### src/hdl/packed_nibble_framebuffer_engine_macros.svh
// assertion helpers for the framebuffer engine
`ifndef PACKED_NIBBLE_FRAMEBUFFER_ENGINE_MACROS_SVH
`define PACKED_NIBBLE_FRAMEBUFFER_ENGINE_MACROS_SVH

// clocked check, muted while in reset
`define PNFB_ASSERT(label, prop, msg) \
  label: assert property (@(posedge clk) disable iff (!rst_n) prop) else $error(msg);

// check that also holds during reset
`define PNFB_ASSERT_ALWAYS(label, prop, msg) \
  label: assert property (@(posedge clk) prop) else $error(msg);

`endif

### src/hdl/pnfb_pkg.sv
// ----------------------------------------------------------------------------
// pnfb_pkg
// Shared constants, types and command codes of the framebuffer engine.
// ----------------------------------------------------------------------------
package pnfb_pkg;

  localparam int FB_BYTES       = 262144;
  localparam int FB_AW          = $clog2(FB_BYTES);
  localparam int MAX_LINE_BYTES = 512;
  localparam int LEN_W          = 10;
  localparam int CRD_W          = 10;
  localparam int PCRD_W         = 12;
  localparam int SIZE_W         = 11;
  localparam int PIX_W          = 4;
  localparam int KIND_W         = 3;
  localparam int CFG_IDX_W      = 1;
  localparam int CFG_DAT_W      = 10;

  localparam logic [CFG_IDX_W-1:0] CFG_LINE_BYTES = 1'd0;
  localparam logic [CFG_IDX_W-1:0] CFG_DRAW_MODE  = 1'd1;

  typedef enum logic [KIND_W-1:0] {
    K_WRITE = 3'd0,
    K_READ  = 3'd1,
    K_HSPAN = 3'd2,
    K_VSPAN = 3'd3,
    K_COPY  = 3'd4
  } kind_t;

  typedef enum logic [3:0] {
    S_CLEAR,
    S_IDLE,
    S_SADDR,
    S_SRD,
    S_DADDR,
    S_DRD,
    S_DWR,
    S_OUT
  } state_t;

  // pixel coordinate handed to the address unit
  typedef struct packed {
    logic              load;
    logic [PCRD_W-1:0] x;
    logic [PCRD_W-1:0] y;
    logic [LEN_W-1:0]  len;
  } agen_req_t;

  typedef struct packed {
    logic [FB_AW-1:0] addr;
    logic             hi;
  } agen_rsp_t;

endpackage

### src/hdl/pnfb_agen.sv
// ----------------------------------------------------------------------------
// pnfb_agen
// Registered byte address unit: y * line length + x / 2, wrapped to the store.
// ----------------------------------------------------------------------------
module pnfb_agen import pnfb_pkg::*; (
  input  logic      clk,
  input  agen_req_t req,
  output agen_rsp_t rsp
);
  logic [PCRD_W+LEN_W-1:0] prod;
  logic [PCRD_W+LEN_W-1:0] sum;
  agen_rsp_t               rsp_r;

  assign prod = PCRD_W'(req.y) * LEN_W'(req.len);
  assign sum  = prod + (PCRD_W+LEN_W)'(req.x[PCRD_W-1:1]);

  always_ff @(posedge clk) begin
    if (req.load) begin
      rsp_r.addr <= sum[FB_AW-1:0];
      rsp_r.hi   <= ~req.x[0];
    end
  end

  assign rsp = rsp_r;
endmodule

### config.mk
export PLATFORM = sky130hd
export DESIGN_NAME = pnfb_agen
export DESIGN_NICKNAME = d
export VERILOG_FILES = /design/src/hdl/packed_nibble_framebuffer_engine_macros.svh /design/src/hdl/pnfb_pkg.sv /design/src/hdl/pnfb_agen.sv
export SDC_FILE = /design/constraint.sdc
export NUM_CORES = 1
export LEC_CHECK = 0
export BUFFER_PORTS_ARGS = -buffer_cell sky130_fd_sc_hd__buf_4
export CORE_UTILIZATION = 45
export DETAILED_ROUTE_END_ITERATION = 6
export SLEW_MARGIN = 25
export SYNTH_ARGS = -nofsm -noshare
export SYNTH_HDL_FRONTEND = slang
export SYNTH_SLANG_ARGS = --single-unit
### constraint.sdc
create_clock -name clk -period 8.7 [get_ports clk]
set_input_delay 0.87 -clock clk [delete_from_list [all_inputs] [get_ports clk]]
set_output_delay 0.87 -clock clk [all_outputs]
set_load 0.02 [all_outputs]
# ---- After elaboration in Yosys (flattened, before gate mapping)
# Cells that the tools add are included.
dict set report totals {
  ff_bits 19
  input_bits 36
  output_inout_bits 19
}
dict set report classes {
  n_mul 1
  addsub 1
  bitwise_logic 1
}
# cell n
set op_table {}
lappend op_table {{$add A18 B11 Y18} 1}
lappend op_table {{$mul A12 B10 Y18} 1}
lappend op_table {{$not A1 Y1} 1}

# ---- Longest topological paths before layout
# Gate-level depths: netlist (run 1).
dict set report depth {
  word_depth 2
  depth_mapped 19
  mapped_depth_nobuf 18
}

# ---- Worst setup path after synthesis (run 1)
# Ideal clock, no wire load.
dict set report synth_timing {
  path_type {input-to-reg}
  start {in req[1] in the netlist's numbering}
  end {reg rsp_r, in the netlist rsp[18] (data pin)}
  required_ps 8440
  setup_ps 260
  arrival_time_ps 5177
  stages 17
  n_path_buf 1
  path_slack_ps 3263
  path_cell_list {clkbuf_1 nand2_1 fa_1 inv_1 fa_1 fa_1 fa_1 inv_1 fa_1 inv_1 ha_1 o21a_1 o21a_1 o21a_1 o21a_1 a21oi_1 xnor2_1}
}
dict set report synth_via {
  elab_chain_cells 2
}
# element line_no
set synth_rtl {}
lappend synth_rtl {{start: declaration} pnfb_agen.sv:7} ;# input agen_req_t req,
lappend synth_rtl {{$mul A12 B10 Y18} pnfb_agen.sv:14} ;# assign prod = PCRD_W'(req.y) * LEN_W'(req.len);
lappend synth_rtl {{$add A18 B11 Y18} pnfb_agen.sv:15} ;# assign sum = prod + (PCRD_W+LEN_W)'(req.x[PCRD_W-1:1]);
lappend synth_rtl {{named net sum[17]} pnfb_agen.sv:11} ;# logic [PCRD_W+LEN_W-1:0] sum;
lappend synth_rtl {{end: declaration} pnfb_agen.sv:12} ;# agen_rsp_t rsp_r;
# The timed path passes the listed nets, and every way through them passes these cells.
# A chain may end at the register's enable or synchronous reset.

# ---- Worst setup path after layout (run 1)
# Ends and elaborated chain as after synthesis.

==> qor.txt, run 1 <==
full die area -> 10100 sq um
Post-synth ARST share -> 0
Synth Area in XOR/XNOR -> 0.0401
number of antenna violations at the first check in global routing -> 0
nets@finish -> 672
compound-cell area share of the yosys netlist -> 0.0452
Fillers -> 899
Clock transition at path regs -> 0.07 ns
die height -> 101 microns
Startpoint Class -> input port
Syn-to-layout area delta -> 12.5%
Fmax achieved -> 0.191 GHz
Avg Vias per Cell -> 4.88
Post-synth EDFFs -> 19
Worst VDD drop -> 188 uV
Routed WL per cell -> 13.4 microns
placed inst area -> 4870 sq um
post-synthesis adder-cell area fraction -> 0.511
Pre-antenna DRT Iters -> 4
hold_ws -> 0.860 ns
final slew viol count -> 0
via count -> 3101
Die X -> 101 microns
largest net degree at the start of global routing -> 20
Synth Register Bits -> 19
hpwl dp -> 7330 microns
core area -> 9330 sq um
Distinct cells, synth -> 30
remaining global-route overflow -> 0
Worst-Margin Slew -> 0.355 ns
Port Buffers -> 54
yosys synthesis warning count -> 0
RSZ-0062 raised after global routing -> false
final hold vios -> 0
n_diodes -> 0
Crit. End Element -> flop
main flop type after synthesis -> edfxtp_1
TritonCTS clock tree -> done
top cells by area, synth -> fa_1, edfxtp_1, ha_1
gr usage total -> 0.184
Hold Crit Class -> in2reg
synthesized area per cell -> 9.36 sq um
post-cts sizing count -> 0
first-pass GRT wire length -> 14300 microns
syn nets -> 631
Largest register FFs -> 19
floorplan row count -> 35
Post-Syn Area -> 4370 sq um
# DRC -> 0
Initial Util -> 0.468
initial DRC count -> 105
Design Area, Final -> 4910 sq um
Critical Path AT -> 5.24 ns
worst path required time -> 8.70 ns
fin crit share -> 0.602
I/O pin count -> 55
Synth area leader -> fa_1
status -> complete, no violations
Clock Sinks -> 19
Routed WL -> 8540 microns
crit path max fanout -> 12
simple-gate share of the synthesized area -> 0.161
sequential fraction of the synthesis area -> 0.131
CTS max path bufs -> 2
cell leakage power -> 2.50 nW
Setup CP Type -> in2reg
setup bufs post-CTS -> 0
H-tree lvl count -> 1
post-synth top area share -> 0.385
share of post-route cells with drive strength above 1 -> 0.126
mux cell area share after synthesis -> 0
GP Congestion -> 0.833
total CTS buffers -> 3
Clock Root Buffer -> clkbuf_8
Core Util, Final -> 0.527
fin crit period -> 5.24 ns
max-cap check violation count -> 0
vias in the first global route -> 3025
PD cells -> 321 nW/um^2
main combinational cell family by area after synthesis -> adder cells
Final ANT Viol Nets -> 0
Cells after Synth -> 467
Sum Neg Setup Slack -> 0 ns
Power Total -> 0.00158 W
# hold bufs at CTS -> 0
final setup fails -> 0
relative slew slack -> 0.762
[cell usage in the layout (no fill, tap or decap), types with 2 or more instances in the layout]
cell and count:
and2_1 52, buf_4 54, nand3_1 3, o21ai_1 3, inv_1 113, clkbuf_8 3
o21a_1 7, nand2_1 68, a21oi_1 6, ha_1 44, nor2_1 11, edfxtp_1 19
nor2b_1 2, xnor2_1 19, a21o_1 2, or3_4 2, fa_1 84
[path summary, 6_finish.rpt]
| check | from | end | slack (ns) | cells past startpoint |
|---|---|---|---|---|
| setup / recovery | req[1] | rsp[18] | 3.46 | 18 |
| hold / removal | req[22] | rsp[0] | 0.86 | 2 |
[layer usage]
layer  up-vias  GRT usage  routed length (microns)
li1       1460          -                        -
met1      1577      0.250                     3740
met2        56      0.323                     4500
met3         8     0.0201                      214
met4         0     0.0290                       85
met5         -          0                        0
[worst max-delay path, stage by stage]
cell and delay (ns):
buf_4 0.16, nand2_1 0.09, fa_1 0.53, inv_1 0.05, fa_1 0.49, inv_1 0.05
fa_1 0.53, inv_1 0.05, fa_1 0.48, inv_1 0.05, fa_1 0.47, inv_1 0.04
ha_1 0.22, or3_4 0.41, o31ai_2 0.34, nand3_1 0.13, a21oi_1 0.19, xnor2_1 0.08
[cells in the mapped netlist, drive strengths merged, types with 5 or more instances]
master and count:
inv 113, fa 84, nand2 68, and2 52
ha 44, edfxtp 19, xnor2 19, clkbuf 18
nor2 11, o21a 7, a21oi 6, o21ai 5
[report_power, final]
group          leakage [nW]  internal [W]  switching (W)
Clock                0.0228     0.0000325      0.0000278
Combinational          2.29      0.000607       0.000685
Sequential            0.186      0.000212      0.0000102
[per-stage QoR]
stage,std cells,setup WS (ns)
global route,636,3.19
detailed placement,632,3.19
CTS,636,3.45
finish,636,3.46
global placement,632,3.20
floorplan,467,3.26
[layout make-up]
| type | count | area, sq um | area share |
|---|---|---|---|
| clock buffers | 4 | 45.0 | 0.00917 |
| multi-input cells | 317 | 3310 | 0.673 |
| inverters | 113 | 424 | 0.0863 |
| repair buffers | 54 | 405 | 0.0825 |
| flip-flops and latches | 19 | 571 | 0.116 |
| well taps | 129 | 161 | 0.0328 |
[cell families (layout without fill, tap and decap cells)]
group | Yosys count | after routing
xor+xnor | 20 | 20
compound gates | 27 | 27
buf+inv | 131 | 171
simple gates | 142 | 142
fa+ha+maj | 128 | 128
flops | 19 | 19
No activity file was read; power rests on OpenSTA's default activity.
==> inputs of run 2 (changes only) <==
Settings changed: ABC_AREA set to 1.
Clock period 8.7 ns to 5.49 ns, I/O delays scaled along.
==> run 2 against run 1 <==
  * Power grew 74%
  * Die area up 6.7%
  * Synthesized cell count grew 28%
  * Flip-flop and latch count unchanged
  * Worst setup slack worse by 2.7 ns
  * Critical path type unchanged
  * Largest power group unchanged
  * Highest routed layer unchanged
==> qor.txt, run 2 <==
Synth Register Bits -> 19 (unchanged)
Routed WL per cell -> 12.9 microns (was 13.4 microns)
slowest stage delay, CP -> 0.55 ns (was 0.53 ns)
Synth Area in XOR/XNOR -> 0.0188 (was 0.0401)
Distinct cells, synth -> 24 (was 30)
H-tree lvl count -> 1 (unchanged)
Clock Sinks -> 19 (unchanged)
Synth area leader -> fa_1 (unchanged)
Port Buffers -> 54 (unchanged)
# hold bufs at CTS -> 0 (unchanged)
Cells after Synth -> 600 (was 467)
critical path depth -> 19 (was 18)
main flop type after synthesis -> edfxtp_1 (unchanged)
final slew viol count -> 0 (unchanged)
crit-path most repeated cell -> nand2_1
share of post-route cells with drive strength above 1 -> 0.0975 (was 0.126)
final setup fails -> 0 (unchanged)
crit path max fanout -> 12 (unchanged)
mux cell area share after synthesis -> 0 (unchanged)
nets@finish -> 801 (was 672)
main combinational cell family by area after synthesis -> adder cells (unchanged)
post-cts sizing count -> 0 (unchanged)
Fillers -> 974 (was 899)
n_diodes -> 0 (unchanged)
Syn-to-layout area delta -> 11.3% (was 12.5%)
Clock transition at path regs -> 0.07 ns (about the same)
commonest non-fill, non-tap cells in the layout -> inv_1, nand2_1, fa_1 (was inv_1, fa_1, nand2_1)
simple-gate share of the synthesized area -> 0.179 (was 0.161)
post-synthesis adder-cell area fraction -> 0.478 (was 0.511)
final hold vios -> 0 (unchanged)
Worst VDD drop -> 281 uV (was 188 uV)
gr usage total -> 0.208 (was 0.184)
Hold Startpoint -> req[22] (unchanged)
synthesized area per cell -> 7.78 sq um (was 9.36 sq um)
worst-path cell chain -> buf_4 -> nand2_1 -> fa_1 -> inv_1 -> fa_1 -> fa_1 -> fa_1 -> inv_1 -> fa_1 -> inv_1 -> ha_1 -> nand2_1 -> nor2_1 -> and2_1 -> nand2_1 -> nand2_1 -> inv_1 -> nand2_1 -> nand2_1 (was buf_4 -> nand2_1 -> fa_1 -> inv_1 -> fa_1 -> inv_1 -> fa_1 -> inv_1 -> fa_1 -> inv_1 -> fa_1 -> inv_1 -> ha_1 -> or3_4 -> o31ai_2 -> nand3_1 -> a21oi_1 -> xnor2_1)
# DRC -> 0 (unchanged)
via count -> 3662 (was 3101)
top cells by area, synth -> fa_1, inv_1, nand2_1 (was fa_1, edfxtp_1, ha_1)
fin crit period -> 4.75 ns
Routed WL -> 9920 microns (was 8540 microns)
Post-synth EDFFs -> 19 (unchanged)
Design Area, Final -> 5190 sq um (was 4910 sq um)
floorplan row count -> 36 (was 35)
first-pass GRT wire length -> 18200 microns (was 14300 microns)
Clock Root Buffer -> clkbuf_8 (unchanged)
TritonCTS clock tree -> done (unchanged)
worst path required time -> 5.51 ns (was 8.70 ns)
max-cap check violation count -> 0 (unchanged)
Crit. End Element -> flop (unchanged)
post-synth top area share -> 0.360 (was 0.385)
slowest CP cell -> fa_1 (unchanged)
RSZ-0062 raised after global routing -> false (unchanged)
fin crit share -> 0.866
status -> complete, no violations (unchanged)
I/O pin count -> 55 (unchanged)
Initial Util -> 0.471 (was 0.468)
Hold Crit Class -> in2reg (unchanged)
GP Congestion -> 0.844 (was 0.833)
Post-Syn Area -> 4670 sq um (was 4370 sq um)
Avg Vias per Cell -> 4.76 (was 4.88)
compound-cell area share of the yosys netlist -> 0.0324 (was 0.0452)
Worst-Margin Slew -> 0.328 ns (was 0.355 ns)
die height -> 104 microns (was 101 microns)
Fmax achieved -> 0.210 GHz
Post-synth ARST share -> 0 (unchanged)
end point of the critical path -> rsp[18] (unchanged)
initial DRC count -> 165 (was 105)
Critical Path AT -> 4.77 ns (was 5.24 ns)
full die area -> 10800 sq um (was 10100 sq um)
sequential fraction of the synthesis area -> 0.122 (was 0.131)
top cells by count, synth -> inv_1, nand2_1, fa_1 (was inv_1, fa_1, nand2_1)
relative slew slack -> 0.781 (was 0.762)
syn nets -> 764 (was 631)
Critical Path Source -> req[1] (unchanged)
number of antenna violations at the first check in global routing -> 0 (unchanged)
setup bufs post-CTS -> 0 (unchanged)
hpwl dp -> 8560 microns (was 7330 microns)
vias in the first global route -> 3998 (was 3025)
Largest register FFs -> 19 (unchanged)
Setup CP Type -> in2reg (unchanged)
core area -> 9910 sq um (was 9330 sq um)
cell family with most CP delay -> adder cells (unchanged)
Startpoint Class -> input port (unchanged)
hold_ws -> 0.536 ns (was 0.860 ns)
Pre-antenna DRT Iters -> 4 (unchanged)
yosys synthesis warning count -> 0 (unchanged)
PD cells -> 527 nW/um^2 (was 321 nW/um^2)
remaining global-route overflow -> 0 (unchanged)
placed inst area -> 5150 sq um (was 4870 sq um)
hold path depth -> 2 (unchanged)
total CTS buffers -> 3 (unchanged)
Die X -> 104 microns (was 101 microns)
most common cell in the netlist -> inv_1 (unchanged)
Buf/Inv on CP -> 5 (was 6)
Final ANT Viol Nets -> 0 (unchanged)
cell leakage power -> 3.14 nW (was 2.50 nW)
commonest non-fill, non-tap cell in the layout -> inv_1 (unchanged)
CTS max path bufs -> 2 (unchanged)
largest net degree at the start of global routing -> 20 (unchanged)
Sum Neg Setup Slack -> 0 ns (unchanged)
[run 2: changes by cell type in the layout (fill, tap and decap cells not counted), sizes merged, moves of 7 or more]
cell	delta
xnor2	-16
a21oi	+9
nand2	+101
nand3	+17
inv	+74
o21a	-7
and2	-50
[run 2: how the worst min path moves through the flow]
stage	endpoint	slack [ns]
after global placement	rsp[0]	0.79
final	rsp[0]	0.54
after CTS	rsp[0]	0.53
after detailed placement	rsp[0]	0.80
after floorplan	rsp[0]	0.66
after global routing	rsp[0]	0.53
[run 2: routing by layer]
metal | GRT usage | part of all wire | vias up | wire length, microns
met5 | 0 | 0 | - | 0
met1 | 0.262 | 0.42 | 1791 | 4200
met4 | 0.0296 | 0.0069 | 0 | 68
met3 | 0.0239 | 0.041 | 4 | 405
li1 | - | - | 1786 | -
met2 | 0.389 | 0.53 | 81 | 5250
[run 2: metrics by stage]
step / power, W / worst slack (ns) / utilization / std cells
floorplan: 0.00208 / 0.676 / - / 600
global placement: 0.00268 / 0.450 / 0.520 / 765
detailed placement: 0.00267 / 0.463 / 0.520 / 765
CTS: 0.00278 / 0.741 / 0.524 / 769
global route: 0.00310 / 0.512 / 0.524 / 769
finish: 0.00274 / 0.737 / 0.524 / 769
[run 2: report_power, final]
part / internal [W] / total, W / switching [W]
sequential: 0.000333 / 0.000348 / 0.0000158
combinational: 0.000894 / 0.00230 / 0.00140
clock: 0.0000504 / 0.0000958 / 0.0000454
[run 2: area by class of cell]
class | instances | area [sq um] | area share
clock buffers | 3 | 41.3 | 0.00795
multi-input cells | 372 | 3300 | 0.636
well taps | 133 | 166 | 0.0320
clock inverters | 1 | 5.00 | 0.000963
inverters | 187 | 702 | 0.135
flip-flops and latches | 19 | 571 | 0.110
repair buffers | 54 | 405 | 0.0780
[run 2: kinds of logic after synthesis]
| group | count (synthesis) |
|---|---|
| xor gates and xnor gates | 10 |
| buffers and inverters | 209 |
| adders and majority gates | 128 |
| and+or+nand+nor | 207 |
| AOI/OAI and AO/OA | 27 |
| DFF | 19 |
==> inputs of run 3 (changes only) <==
--- a/config.mk
+++ b/config.mk
@@ -8,5 +8,6 @@
 export ABC_AREA = 1
 export BUFFER_PORTS_ARGS = -buffer_cell sky130_fd_sc_hd__buf_4
-export CORE_UTILIZATION = 45
+export CORE_MARGIN = 8
+export CORE_UTILIZATION = 40
 export DETAILED_ROUTE_END_ITERATION = 6
 export SLEW_MARGIN = 25
==> constraint.sdc (replaced) <==
create_clock -name clk -period 5.49 [get_ports clk]
set_input_delay 1.098 -clock clk [delete_from_list [all_inputs] [get_ports clk]]
set_output_delay 1.098 -clock clk [all_outputs]
set_load 0.02 [all_outputs]
==> run 3 against run 2 <==
  * Core utilization down 5.9 points
  * Sequential power about the same
  * Global-route usage shrank 5.5 points
  * Largest power group unchanged
  * Critical path type unchanged
  * Wire length up 6.3%
==> qor.txt, run 3 (synthesis gave the netlist of run 2 again) <==
hpwl dp -> 9390 microns (was 8560 microns)
final slew viol count -> 0 (unchanged)
H-tree lvl count -> 1 (unchanged)
vias in the first global route -> 4064 (was 3998)
Reg power frac -> 0.125 (was 0.127)
Final ANT Viol Nets -> 0 (unchanged)
Worst VDD drop -> 255 uV (was 281 uV)
die height -> 124 microns (was 104 microns)
RSZ-0062 raised after global routing -> false (unchanged)
core area -> 11400 sq um (was 9910 sq um)
relative slew slack -> 0.748 (was 0.781)
remaining global-route overflow -> 0 (unchanged)
Clock Root Buffer -> clkbuf_16 (was clkbuf_8)
n_diodes -> 0 (unchanged)
NetSw -> 0.00147 W (was 0.00146 W)
combinational share of power -> 0.821 (was 0.838)
Die X -> 124 microns (was 104 microns)
# hold bufs at CTS -> 0 (unchanged)
Avg Vias per Cell -> 4.70 (was 4.76)
cell leakage power -> 3.20 nW (was 3.14 nW)
Sum Neg Setup Slack -> 0 ns (unchanged)
initial DRC count -> 189 (was 165)
Int Pwr -> 0.00133 W (was 0.00128 W)
CTS max path bufs -> 2 (unchanged)
share of post-route cells with drive strength above 1 -> 0.112 (was 0.0975)
Initial Util -> 0.409 (was 0.471)
I/O pin count -> 55 (unchanged)
# DRC -> 0 (unchanged)
Routed WL -> 10500 microns (was 9920 microns)
TritonCTS clock tree -> done (unchanged)
GP Congestion -> 0.858 (was 0.844)
final std cells w/o fill -> 788 (was 769)
Critical Path Source -> req[4] (was req[1])
pre-CTS setup slack -> -0.0420 ns (was 0.463 ns)
floorplan row count -> 39 (was 36)
Largest register FFs -> 19 (unchanged)
Port Buffers -> 54 (unchanged)
Core Util, Final -> 0.465 (was 0.524)
Switching Share -> 0.525 (was 0.534)
max-cap check violation count -> 0 (unchanged)
Clock Sinks -> 19 (unchanged)
fin crit share -> 0.954 (was 0.866)
worst path required time -> 5.50 ns (was 5.51 ns)
post-cts sizing count -> 0 (unchanged)
total CTS buffers -> 3 (unchanged)
nets@finish -> 810 (was 801)
number of antenna violations at the first check in global routing -> 0 (unchanged)
Worst-Margin Slew -> 0.376 ns (was 0.328 ns)
Syn-to-layout area delta -> 13.8% (was 11.3%)
Routed WL per cell -> 13.4 microns (was 12.9 microns)
crit path max fanout -> 12 (unchanged)
fin crit period -> 5.24 ns (was 4.75 ns)
final hold vios -> 0 (unchanged)
first-pass GRT wire length -> 18900 microns (was 18200 microns)
final worst slack -> 0.252 ns (was 0.737 ns)
Clock transition at path regs -> 0.05 ns (was 0.07 ns)
commonest non-fill, non-tap cells in the layout -> inv_1, nand2_1, fa_1 (unchanged)
Hold Startpoint -> req[22] (unchanged)
Crit. End Element -> flop (unchanged)
Hold Crit Class -> in2reg (unchanged)
via count -> 3701 (was 3662)
Fmax achieved -> 0.191 GHz (was 0.210 GHz)
placed insts -> 784 (was 765)
gr usage total -> 0.153 (was 0.208)
full die area -> 15400 sq um (was 10800 sq um)
final setup fails -> 0 (unchanged)
Setup CP Type -> in2reg (unchanged)
PD cells -> 526 nW/um^2 (was 527 nW/um^2)
setup bufs post-CTS -> 0 (unchanged)
Startpoint Class -> input port (unchanged)
status -> complete, no violations (unchanged)
commonest non-fill, non-tap cell in the layout -> inv_1 (unchanged)
Critical Path AT -> 5.25 ns (was 4.77 ns)
Pre-antenna DRT Iters -> 4 (unchanged)
Clk network pwr share -> 0.054 (was 0.035)
largest net degree at the start of global routing -> 20 (unchanged)
## run 3: worst paths after layout
kind / to / slack, ns / cells past startpoint
setup / recovery: rsp[17] / 0.25 / 17
hold / removal: rsp[0] / 1.09 / 2
## run 3: area by class of cell
| class | count | area [sq um] |
|---|---|---|
| clock buffer | 3 | 75.1 |
| clock inverter | 1 | 5.00 |
| fill | 1177 | 6110 |
| inverter | 187 | 702 |
| multi-input combinational | 372 | 3310 |
| sequential | 19 | 571 |
| tap | 143 | 179 |
| timing repair buffer | 63 | 473 |
## run 3: power by group through the flow
stage	clock network [W]	registers (W)	logic, W
6_report	0.000151	0.000350	0.00229
2_1_floorplan	0	0.000434	0.00164
5_1_grt	0.000160	0.000357	0.00268
3_3_place_gp	0	0.000354	0.00230
3_5_place_dp	0	0.000355	0.00232
4_1_cts	0.000156	0.000353	0.00233
## run 3: stage by stage
step / area (sq um) / hold slack [ns] / total power [W]
after floorplan: 4670 / 1.21 / 0.00208
after global placement: 5230 / 1.34 / 0.00266
after detailed placement: 5230 / 1.35 / 0.00267
after CTS: 5310 / 1.08 / 0.00284
after global routing: 5310 / 1.08 / 0.00320
final: 5310 / 1.09 / 0.00279
## run 3: worst max-delay path, stage by stage
cell	delay, ns
buf_4	0.17
nand2_1	0.07
inv_1	0.05
fa_1	0.51
fa_1	0.53
fa_1	0.53
fa_1	0.55
inv_1	0.05
fa_1	0.53
inv_1	0.04
ha_1	0.37
a21o_1	0.20
o21bai_1	0.19
a21oi_1	0.19
nand2_1	0.07
nand2_1	0.05
nand2_1	0.04
## run 3: routing by layer
layer	track usage	part of all wire	vias up
met1	0.181	0.41	1798
met3	0.0190	0.047	15
li1	-	-	1807
met4	0.0283	0.015	0
met2	0.291	0.53	81
met5	0	0	-
